<file path="src/rtl/tipe_pkg.sv">
// ----------------------------------------------------------------------------
// tipe_pkg
// shared types, constants and colour tables of the tile image pixel expander
// ----------------------------------------------------------------------------
package tipe_pkg;

    localparam int unsigned WORD_W  = 32;
    localparam int unsigned COORD_W = 13;
    localparam int unsigned CFG_W   = 12;
    localparam int unsigned CIDX_W  = 2;

    typedef enum logic [CIDX_W-1:0] {
        CFG_FRAME_SELECT = 2'd0,
        CFG_X_ORIGIN     = 2'd1,
        CFG_Y_ORIGIN     = 2'd2,
        CFG_UNUSED       = 2'd3
    } t_cfg_index;

    typedef struct packed {
        logic [15:0]               mask;
        logic [5:0]                fg_colour;
        logic [1:0]                fg_alpha;
        logic [5:0]                bg_colour;
        logic [1:0]                bg_alpha;
        logic signed [COORD_W-1:0] base_x;
        logic signed [COORD_W-1:0] base_y;
        logic                      last_image;
    } t_job;

    localparam logic [7:0] ALPHA_1 = 8'h3d;
    localparam logic [7:0] ALPHA_2 = 8'h80;
    localparam logic [7:0] ALPHA_3 = 8'hff;

    function automatic logic [7:0] alpha_lut(input logic [1:0] code);
        logic [7:0] a;
        unique case (code)
            2'd0:    a = 8'h00;
            2'd1:    a = ALPHA_1;
            2'd2:    a = ALPHA_2;
            default: a = ALPHA_3;
        endcase
        return a;
    endfunction

    // palette: high two bits pick red level, low four bits a green/blue pair,
    // with a grey on the sixteenth entry of each group
    function automatic logic [23:0] palette_lut(input logic [5:0] idx);
        logic [7:0] r;
        logic [7:0] g;
        logic [7:0] b;
        logic [7:0] grey;
        unique case (idx[5:4])
            2'd0:    begin r = 8'h00; grey = 8'h3d; end
            2'd1:    begin r = 8'h70; grey = 8'h70; end
            2'd2:    begin r = 8'hc0; grey = 8'ha8; end
            default: begin r = 8'hff; grey = 8'hd7; end
        endcase
        unique case (idx[3:0])
            4'd0:    begin g = 8'h00; b = 8'h00; end
            4'd1:    begin g = 8'h00; b = 8'ha0; end
            4'd2:    begin g = 8'h00; b = 8'hff; end
            4'd3:    begin g = 8'h60; b = 8'h00; end
            4'd4:    begin g = 8'h60; b = 8'ha0; end
            4'd5:    begin g = 8'h60; b = 8'hff; end
            4'd6:    begin g = 8'h9c; b = 8'h00; end
            4'd7:    begin g = 8'h9c; b = 8'ha0; end
            4'd8:    begin g = 8'h9c; b = 8'hff; end
            4'd9:    begin g = 8'hd0; b = 8'h00; end
            4'd10:   begin g = 8'hd0; b = 8'ha0; end
            4'd11:   begin g = 8'hd0; b = 8'hff; end
            4'd12:   begin g = 8'hff; b = 8'h00; end
            4'd13:   begin g = 8'hff; b = 8'ha0; end
            4'd14:   begin g = 8'hff; b = 8'hff; end
            default: begin r = grey; g = grey; b = grey; end
        endcase
        return {r, g, b};
    endfunction

endpackage

</file>
<file path="src/rtl/tipe_front.sv">
// ----------------------------------------------------------------------------
// tipe_front
// config registers, header decode, tile position tracking and job issue
// ----------------------------------------------------------------------------
module tipe_front (
    input  logic                          i_clk,
    input  logic                          i_rst_n,
    input  logic                          i_cfg_we,
    input  logic [tipe_pkg::CIDX_W-1:0]   i_cfg_index,
    input  logic [tipe_pkg::CFG_W-1:0]    i_cfg_data,
    input  logic                          i_accept,
    input  logic [tipe_pkg::WORD_W-1:0]   i_image_word,
    input  logic                          i_start_of_image,
    output logic                          o_job_push,
    output tipe_pkg::t_job                o_job
);
    import tipe_pkg::*;

    logic [7:0]  r_frame_select;
    logic [11:0] r_x_origin;
    logic [11:0] r_y_origin;

    logic       r_active;
    logic [7:0] r_wide;
    logic [7:0] r_high;
    logic [7:0] r_col;
    logic [7:0] r_row;
    logic [7:0] r_frame;

    logic n_active;
    logic [7:0] n_wide;
    logic [7:0] n_high;
    logic [7:0] n_col;
    logic [7:0] n_row;
    logic [7:0] n_frame;

    logic last_col;
    logic last_row;
    logic selected;
    logic tile_beat;

    assign last_col  = ({1'b0, r_col} + 9'd1) >= {1'b0, r_wide};
    assign last_row  = ({1'b0, r_row} + 9'd1) >= {1'b0, r_high};
    assign selected  = (r_frame == r_frame_select);
    assign tile_beat = i_accept && !i_start_of_image && r_active;

    always_ff @(posedge i_clk) begin
        if (!i_rst_n) begin
            r_frame_select <= '0;
            r_x_origin     <= '0;
            r_y_origin     <= '0;
        end else if (i_cfg_we) begin
            unique case (t_cfg_index'(i_cfg_index))
                CFG_FRAME_SELECT: r_frame_select <= i_cfg_data[7:0];
                CFG_X_ORIGIN:     r_x_origin     <= i_cfg_data;
                CFG_Y_ORIGIN:     r_y_origin     <= i_cfg_data;
                default:          ;
            endcase
        end
    end

    always_comb begin
        n_active = r_active;
        n_wide   = r_wide;
        n_high   = r_high;
        n_col    = r_col;
        n_row    = r_row;
        n_frame  = r_frame;
        if (i_accept && i_start_of_image) begin
            n_high   = i_image_word[7:0];
            n_wide   = i_image_word[15:8];
            n_col    = '0;
            n_row    = '0;
            n_frame  = '0;
            n_active = (i_image_word[7:0] != '0) && (i_image_word[15:8] != '0);
        end else if (tile_beat) begin
            if (last_col) begin
                n_col = '0;
                if (last_row) begin
                    n_row = '0;
                    if (selected) begin
                        n_active = 1'b0;
                    end else begin
                        n_frame = r_frame + 8'd1;
                    end
                end else begin
                    n_row = r_row + 8'd1;
                end
            end else begin
                n_col = r_col + 8'd1;
            end
        end
    end

    always_ff @(posedge i_clk) begin
        if (!i_rst_n) begin
            r_active <= 1'b0;
            r_wide   <= '0;
            r_high   <= '0;
            r_col    <= '0;
            r_row    <= '0;
            r_frame  <= '0;
        end else begin
            r_active <= n_active;
            r_wide   <= n_wide;
            r_high   <= n_high;
            r_col    <= n_col;
            r_row    <= n_row;
            r_frame  <= n_frame;
        end
    end

    assign o_job_push = tile_beat && selected;

    always_comb begin
        o_job.mask       = i_image_word[15:0];
        o_job.fg_colour  = i_image_word[21:16];
        o_job.fg_alpha   = i_image_word[23:22];
        o_job.bg_colour  = i_image_word[29:24];
        o_job.bg_alpha   = i_image_word[31:30];
        o_job.base_x     = COORD_W'($signed({r_x_origin[11], r_x_origin}))
                         + $signed({3'b000, r_col, 2'b00});
        o_job.base_y     = COORD_W'($signed({r_y_origin[11], r_y_origin}))
                         + $signed({3'b000, r_row, 2'b00});
        o_job.last_image = last_col && last_row;
    end

endmodule

</file>
<file path="src/rtl/tipe_queue.sv">
// ----------------------------------------------------------------------------
// tipe_queue
// short job queue between the front and the back
// ----------------------------------------------------------------------------
module tipe_queue #(
    parameter int unsigned DEPTH = 2
) (
    input  logic           i_clk,
    input  logic           i_rst_n,
    input  logic           i_push,
    input  tipe_pkg::t_job i_job,
    output logic           o_full,
    input  logic           i_pop,
    output logic           o_valid,
    output tipe_pkg::t_job o_job
);
    import tipe_pkg::*;

    localparam int unsigned PTR_W = (DEPTH > 1) ? $clog2(DEPTH) : 1;
    localparam int unsigned CNT_W = $clog2(DEPTH + 1);
    localparam logic [PTR_W-1:0] LAST_PTR = PTR_W'(DEPTH - 1);

    t_job             r_store [DEPTH];
    logic [PTR_W-1:0] r_wr_ptr;
    logic [PTR_W-1:0] r_rd_ptr;
    logic [CNT_W-1:0] r_count;

    logic do_push;
    logic do_pop;

    assign o_full  = (r_count == CNT_W'(DEPTH));
    assign o_valid = (r_count != '0);
    assign o_job   = r_store[r_rd_ptr];
    assign do_push = i_push && !o_full;
    assign do_pop  = i_pop && o_valid;

    always_ff @(posedge i_clk) begin
        if (do_push) begin
            r_store[r_wr_ptr] <= i_job;
        end
    end

    always_ff @(posedge i_clk) begin
        if (!i_rst_n) begin
            r_wr_ptr <= '0;
            r_rd_ptr <= '0;
            r_count  <= '0;
        end else begin
            if (do_push) begin
                r_wr_ptr <= (r_wr_ptr == LAST_PTR) ? '0 : r_wr_ptr + PTR_W'(1);
            end
            if (do_pop) begin
                r_rd_ptr <= (r_rd_ptr == LAST_PTR) ? '0 : r_rd_ptr + PTR_W'(1);
            end
            unique case ({do_push, do_pop})
                2'b10:   r_count <= r_count + CNT_W'(1);
                2'b01:   r_count <= r_count - CNT_W'(1);
                default: ;
            endcase
        end
    end

endmodule

</file>
<file path="src/rtl/tipe_back.sv">
// ----------------------------------------------------------------------------
// tipe_back
// expands one tile job into sixteen pixels into the output register
// ----------------------------------------------------------------------------
module tipe_back (
    input  logic                                i_clk,
    input  logic                                i_rst_n,
    input  logic                                i_job_valid,
    input  tipe_pkg::t_job                      i_job,
    output logic                                o_job_pop,
    output logic                                empty,
    input  logic                                pop,
    output logic signed [tipe_pkg::COORD_W-1:0] o_pixel_x,
    output logic signed [tipe_pkg::COORD_W-1:0] o_pixel_y,
    output logic [7:0]                          o_red,
    output logic [7:0]                          o_green,
    output logic [7:0]                          o_blue,
    output logic [7:0]                          o_alpha,
    output logic                                o_last_of_tile,
    output logic                                o_last_of_image
);
    import tipe_pkg::*;

    t_job       r_job;
    logic       r_busy;
    logic [3:0] r_idx;
    logic       r_out_valid;

    logic        advance;
    logic        tile_end;
    logic        take;
    logic        on;
    logic [5:0]  colour;
    logic [1:0]  acode;
    logic [23:0] rgb;

    assign advance   = r_busy && (!r_out_valid || pop);
    assign tile_end  = advance && (r_idx == 4'd15);
    assign take      = i_job_valid && (!r_busy || tile_end);
    assign o_job_pop = take;
    assign empty     = !r_out_valid;

    assign on     = r_job.mask[r_idx];
    assign colour = on ? r_job.fg_colour : r_job.bg_colour;
    assign acode  = on ? r_job.fg_alpha : r_job.bg_alpha;
    assign rgb    = palette_lut(colour);

    always_ff @(posedge i_clk) begin
        if (!i_rst_n) begin
            r_busy      <= 1'b0;
            r_idx       <= '0;
            r_out_valid <= 1'b0;
        end else begin
            if (advance) begin
                r_out_valid <= 1'b1;
                r_idx       <= r_idx + 4'd1;
            end else if (pop) begin
                r_out_valid <= 1'b0;
            end
            if (take) begin
                r_busy <= 1'b1;
                r_idx  <= '0;
            end else if (tile_end) begin
                r_busy <= 1'b0;
            end
        end
    end

    always_ff @(posedge i_clk) begin
        if (take) begin
            r_job <= i_job;
        end
        if (advance) begin
            o_pixel_x       <= r_job.base_x + $signed({{(COORD_W-2){1'b0}}, r_idx[1:0]});
            o_pixel_y       <= r_job.base_y + $signed({{(COORD_W-2){1'b0}}, r_idx[3:2]});
            o_red           <= rgb[23:16];
            o_green         <= rgb[15:8];
            o_blue          <= rgb[7:0];
            o_alpha         <= alpha_lut(acode);
            o_last_of_tile  <= (r_idx == 4'd15);
            o_last_of_image <= (r_idx == 4'd15) && r_job.last_image;
        end
    end

endmodule

</file>
<file path="src/rtl/tile_image_pixel_expander.sv">
// ----------------------------------------------------------------------------
// tile_image_pixel_expander
// expands two-colour 4x4 tiles of the selected frame into rgba pixels
// ----------------------------------------------------------------------------
//  channel   handshake            payload
//  input     push / full          i_image_word, i_start_of_image
//  result    empty / pop          o_pixel_x/y, o_red/green/blue/alpha, o_last_*
//  config    i_cfg_we             i_cfg_index, i_cfg_data
//
//  a selected tile gives sixteen pixels, one a cycle from the back expander
//  while pop is held; headers and unselected tiles give no pixels
//  the first pixel passes the job queue, the back job register and the
//  output register; the job queue lets the next tile in while the current
//  one drains, and the back takes a waiting tile with the last pixel
//  full rises only when the job queue is full; a stalled pop holds the pixel
//  synchronous active-low reset, no clearing pass
// ----------------------------------------------------------------------------
module tile_image_pixel_expander #(
    parameter int unsigned QUEUE_DEPTH = 2
) (
    input  logic                                i_clk,
    input  logic                                i_rst_n,
    input  logic                                i_cfg_we,
    input  logic [tipe_pkg::CIDX_W-1:0]         i_cfg_index,
    input  logic [tipe_pkg::CFG_W-1:0]          i_cfg_data,
    input  logic                                push,
    output logic                                full,
    input  logic [tipe_pkg::WORD_W-1:0]         i_image_word,
    input  logic                                i_start_of_image,
    output logic                                empty,
    input  logic                                pop,
    output logic signed [tipe_pkg::COORD_W-1:0] o_pixel_x,
    output logic signed [tipe_pkg::COORD_W-1:0] o_pixel_y,
    output logic [7:0]                          o_red,
    output logic [7:0]                          o_green,
    output logic [7:0]                          o_blue,
    output logic [7:0]                          o_alpha,
    output logic                                o_last_of_tile,
    output logic                                o_last_of_image
);
    import tipe_pkg::*;

    logic accept;
    logic job_push;
    t_job front_job;
    logic job_valid;
    logic job_pop;
    t_job back_job;

    assign accept = push && !full;

    tipe_front u_front (
        .i_clk            (i_clk),
        .i_rst_n          (i_rst_n),
        .i_cfg_we         (i_cfg_we),
        .i_cfg_index      (i_cfg_index),
        .i_cfg_data       (i_cfg_data),
        .i_accept         (accept),
        .i_image_word     (i_image_word),
        .i_start_of_image (i_start_of_image),
        .o_job_push       (job_push),
        .o_job            (front_job)
    );

    tipe_queue #(
        .DEPTH (QUEUE_DEPTH)
    ) u_queue (
        .i_clk   (i_clk),
        .i_rst_n (i_rst_n),
        .i_push  (job_push),
        .i_job   (front_job),
        .o_full  (full),
        .i_pop   (job_pop),
        .o_valid (job_valid),
        .o_job   (back_job)
    );

    tipe_back u_back (
        .i_clk           (i_clk),
        .i_rst_n         (i_rst_n),
        .i_job_valid     (job_valid),
        .i_job           (back_job),
        .o_job_pop       (job_pop),
        .empty           (empty),
        .pop             (pop),
        .o_pixel_x       (o_pixel_x),
        .o_pixel_y       (o_pixel_y),
        .o_red           (o_red),
        .o_green         (o_green),
        .o_blue          (o_blue),
        .o_alpha         (o_alpha),
        .o_last_of_tile  (o_last_of_tile),
        .o_last_of_image (o_last_of_image)
    );

endmodule

</file>
<file path="config.mk">
export PLATFORM = sky130hd
export DESIGN_NAME = tile_image_pixel_expander
export DESIGN_NICKNAME = d
export VERILOG_FILES = /design/src/rtl/tipe_pkg.sv /design/src/rtl/tipe_front.sv /design/src/rtl/tipe_queue.sv /design/src/rtl/tipe_back.sv /design/src/rtl/tile_image_pixel_expander.sv
export SDC_FILE = /design/constraint.sdc
export NUM_CORES = 1
export LEC_CHECK = 0
export ABC_AREA = 1
export BUFFER_PORTS_ARGS = -buffer_cell sky130_fd_sc_hd__buf_2
export CAP_MARGIN = 40
export CORE_ASPECT_RATIO = 1.1
export CORE_UTILIZATION = 30
export DETAILED_ROUTE_END_ITERATION = 16
export PLACE_DENSITY = 0.59
export SLEW_MARGIN = 20
export SYNTH_ARGS = -nofsm -noshare
export SYNTH_HDL_FRONTEND = slang
export SYNTH_SLANG_ARGS = --single-unit
</file>
<file path="constraint.sdc">
create_clock -name i_clk -period 4.7 [get_ports i_clk]
set_input_delay 0 -clock i_clk [delete_from_list [all_inputs] [get_ports i_clk]]
set_output_delay 0 -clock i_clk [all_outputs]
set_load 0.005 [all_outputs]
</file>
==> flow_metrics.env <==
export IMPL_p_per_area_nw_per_um2=478
export IMPL_min_to="u_front.r_frame_select[0]$_SDFFE_PN0P_"
export IMPL_fmax_mhz=346
export IMPL_hp_class="input pin to flip-flop"
export IMPL_antennaDiodeCount=0
export IMPL_yosys_warnings=0
export IMPL_core_sq_um=44600
export IMPL_place_congestion=0.829
export IMPL_die_h_um=225
export IMPL_cts_setup_buffers=0
export IMPL_track_usage_pct=12.5
export IMPL_htree_levels=1
export IMPL_yosysSeqAreaShare_pct=63.0
export IMPL_cap_violations=0
export IMPL_synth_edf_count=230
export IMPL_tightest_slew_ns=0.807
export IMPL_cts_root_buffer="clkbuf_16"
export IMPL_cts_made_buffers=29
export IMPL_yosysTopAreaCellShare_pct=50.8
export IMPL_wl_met2_um=14800
export IMPL_clkSinkCount=313
export IMPL_final_max_slew_viol_count=0
export IMPL_fin_crit_sh_pct=61.4
export IMPL_antenna_found_initial=0
export IMPL_yosysTopAreaCell="edfxtp_1"
export IMPL_cp_required_ns=5.17
export IMPL_fin_skew_ns=0.0117
export IMPL_first_pass_iters=4
export IMPL_drc_errors=0
export IMPL_drive_above_1_share_pct=13.2
export IMPL_wl_per_cell_um=13.8
export IMPL_relSlewSlack_pct=46.2
export IMPL_cts_tree="done"
export IMPL_p_int_w=0.00542
export IMPL_fin_cells=2070
export IMPL_dp_hpwl_um=20500
export IMPL_gr_total_overflow=0
export IMPL_dr_wl_met3_um=1070
export IMPL_grt_pass1_vias=9124
export IMPL_synthTopCellsByCount="335 x nand2_1, 230 x edfxtp_1, 120 x inv_1"
export IMPL_critPathCaptureType="flip-flop"
export IMPL_comb_power_share_pct=23.7
export IMPL_synth_cells=1300
export IMPL_ctsResizeCount=0
export IMPL_ys_top_cells_by_area="edfxtp_1 51%, dfxtp_1 12%, nand2_1 9.2%, ha_1 4.1%, inv_1 3.3%"
export IMPL_timing_rr_start="u_front.r_col[0]$_SDFFE_PP0P_"
export IMPL_wirelength_um=28600
export IMPL_critPathLaunchType="flip-flop"
export IMPL_power_net_switching_w=0.00234
export IMPL_rsz0062_at_grt="no"
export IMPL_cp_max_fo=10
export IMPL_swShare_pct=30.2
export IMPL_ios=114
export IMPL_syn_avg_cell_area_sq_um=10.5
export IMPL_grt_pass1_wl_um=46100
export IMPL_dieArea_sq_um=46200
export IMPL_setup_viol=0
export IMPL_clk_pin_slew_ns=0.07
export IMPL_synth_cell_types=36
export IMPL_p_clk_share_pct=27.7
export IMPL_syn_area_sq_um=13600
export IMPL_fillers=4376
export IMPL_power_frac_seq_pct=48.7
export IMPL_ys_flop_type="edfxtp_1"
export IMPL_top_layer="met4"
export IMPL_r2r_cells=17
export IMPL_syn_num_nets=1401
export IMPL_r2r_end="u_front.r_row[5]$_SDFFE_PP0P_"
export IMPL_final_util_pct=36.4
export IMPL_die_w_um=205
export IMPL_portBuffers=113
export IMPL_area_growth_syn_to_layout_pct=19.4
export IMPL_first_iter_violations=350
export IMPL_ant_nets=0
export IMPL_seq_area_sq_um=8570
export IMPL_start_util_pct=30.5
export IMPL_r2r_slack_ns=1.81
export IMPL_ir_drop_mv=0.270
export IMPL_wl_met1_um=12100
export IMPL_avgViaCountPerCell=4.42
export IMPL_synth_most_common_cell="nand2_1"
export IMPL_min_from="i_cfg_we"
export IMPL_placed_cells=1965
export IMPL_path_class="flip-flop to flip-flop"
export IMPL_nNetsFinal=1568
export IMPL_fp_row_count=81
export IMPL_ys_async_sr_fraction_pct=0
export IMPL_outcome="completed"
export IMPL_multi_input_area_sq_um=4410
export IMPL_vias=9157
export IMPL_timing_final_hold_violations=0
export IMPL_setup_tns_ns=0
export IMPL_min_path_cells=4
export IMPL_grt_max_degree=64
export IMPL_clock_latency_ns=0.55
export IMPL_synth_seq_cells=313
export IMPL_min_period_ns=2.89
export IMPL_cts_max_path_buffers=3
export IMPL_worstPathArrival_ns=3.36
export IMPL_cellLeakagePower_nw=6.67
-- layout by cell type, fill, tap and decap left out, drive strengths merged, types with 9 or more instances in the layout --
cell / count
buf: 122
nand2: 349
clkinv: 9
o21ai: 74
inv: 124
a21oi: 61
nand3: 57
dlygate4sd3: 51
nor2: 115
ha: 45
xnor2: 21
nand4: 19
dfxtp: 83
xor2: 43
edfxtp: 230
clkbuf: 40
-- cell families after synthesis --
logic type                 Yosys count  synth area share (%)
buffers and inverters              161                  4.78
AOI/OAI and AO/OA                  147                  5.68
adders and majority gates           49                  4.73
xor gates and xnor gates            64                  4.12
DFF                                313                  63.0
and+or+nand+nor                    566                  17.7
-- per-stage QoR --
step                      power, W  hold WS, ns  area [sq um]  setup slack, ns
after floorplan            0.00506       0.0989         13600            0.750
after global placement     0.00560        0.190         14800             1.94
after detailed placement   0.00566        0.194         14800             1.88
after CTS                  0.00787      0.00319         16200             1.86
after global routing       0.00825       0.0414         16200             1.56
final                      0.00776       0.0170         16200             1.81
-- cell type report --
class | count | share of cell area (%)
clock buffers | 40 | 4.72
clock inverters | 13 | 0.555
inverters | 124 | 2.87
multi-input cells | 826 | 27.2
flip-flops and latches | 313 | 52.8
well taps | 581 | 4.48
repair buffers | 173 | 7.44
-- power by group through the flow --
stage          Clock (W)  Sequential (W)  Combinational (W)
2_1_floorplan          0         0.00383            0.00123
3_3_place_gp           0         0.00383            0.00176
3_5_place_dp           0         0.00385            0.00182
4_1_cts          0.00222         0.00379            0.00186
5_1_grt          0.00232         0.00382            0.00211
6_report         0.00215         0.00377            0.00183
-- flip-flops by register name, indices dropped and copies added, names as in the netlist, 2 cells and up --
| register | cells |
|---|---|
| u_back.o_alpha | 3 |
| u_front.r_high | 8 |
| u_front.r_y_origin | 12 |
| u_front.r_wide | 8 |
| u_back.o_blue | 7 |
| u_queue.r_store | 118 |
| u_back.r_idx | 4 |
| u_front.r_frame_select | 8 |
| u_back.o_red | 7 |
| u_back.r_job | 59 |
| u_back.o_green | 8 |
| u_queue.r_count | 2 |
| u_front.r_x_origin | 12 |
| u_front.r_frame | 8 |
| u_front.r_col | 8 |
| u_back.o_pixel_y | 13 |
| u_front.r_row | 8 |
| u_back.o_pixel_x | 13 |
-- layer usage --
layer  global-route usage (%)  vias to the layer above
met5                        0                        -
met4                     4.25                        0
met3                     1.76                       39
met2                     23.3                      144
met1                     14.6                     4295
li1                         -                     4679
-- what timing repair did --
action	CTS	global route
hold buffers	51	0
setup endpoints to repair	0	0
endpoints found under the hold margin	117	0
-- worst max-delay path: stages, from the launching register on --
cell and delay, ns:
dfxtp_1 0.42, ha_1 0.20, nand2_1 0.06, inv_1 0.10, nand4_1 0.10, xor2_1 0.16
inv_1 0.08, ha_1 0.32, nand2_1 0.06, nor2_1 0.14, nand4_1 0.11, o21ai_0 0.11
nor2_1 0.09, nand2_2 0.20, nand2_2 0.17, inv_1 0.24, nand3_1 0.12, a21oi_1 0.13
-- worst max path at each step --
stage	startpoint	end	cells past startpoint
global route	u_front.r_col[0]$_SDFFE_PP0P_	u_front.r_col[4]$_SDFFE_PP0P_	16
finish	u_front.r_col[0]$_SDFFE_PP0P_	u_front.r_row[5]$_SDFFE_PP0P_	17
global placement	u_queue.r_count[1]$_SDFFE_PN0P_	u_queue.r_store[1][26]$_DFFE_PP_	8
floorplan	u_queue.r_count[1]$_SDFFE_PN0P_	u_queue.r_store[1][0]$_DFFE_PP_	7
CTS	u_front.r_col[0]$_SDFFE_PP0P_	u_front.r_row[5]$_SDFFE_PP0P_	17
detailed placement	u_front.r_col[0]$_SDFFE_PP0P_	u_front.r_row[5]$_SDFFE_PP0P_	17
No activity file was read; power rests on OpenSTA's default activity.
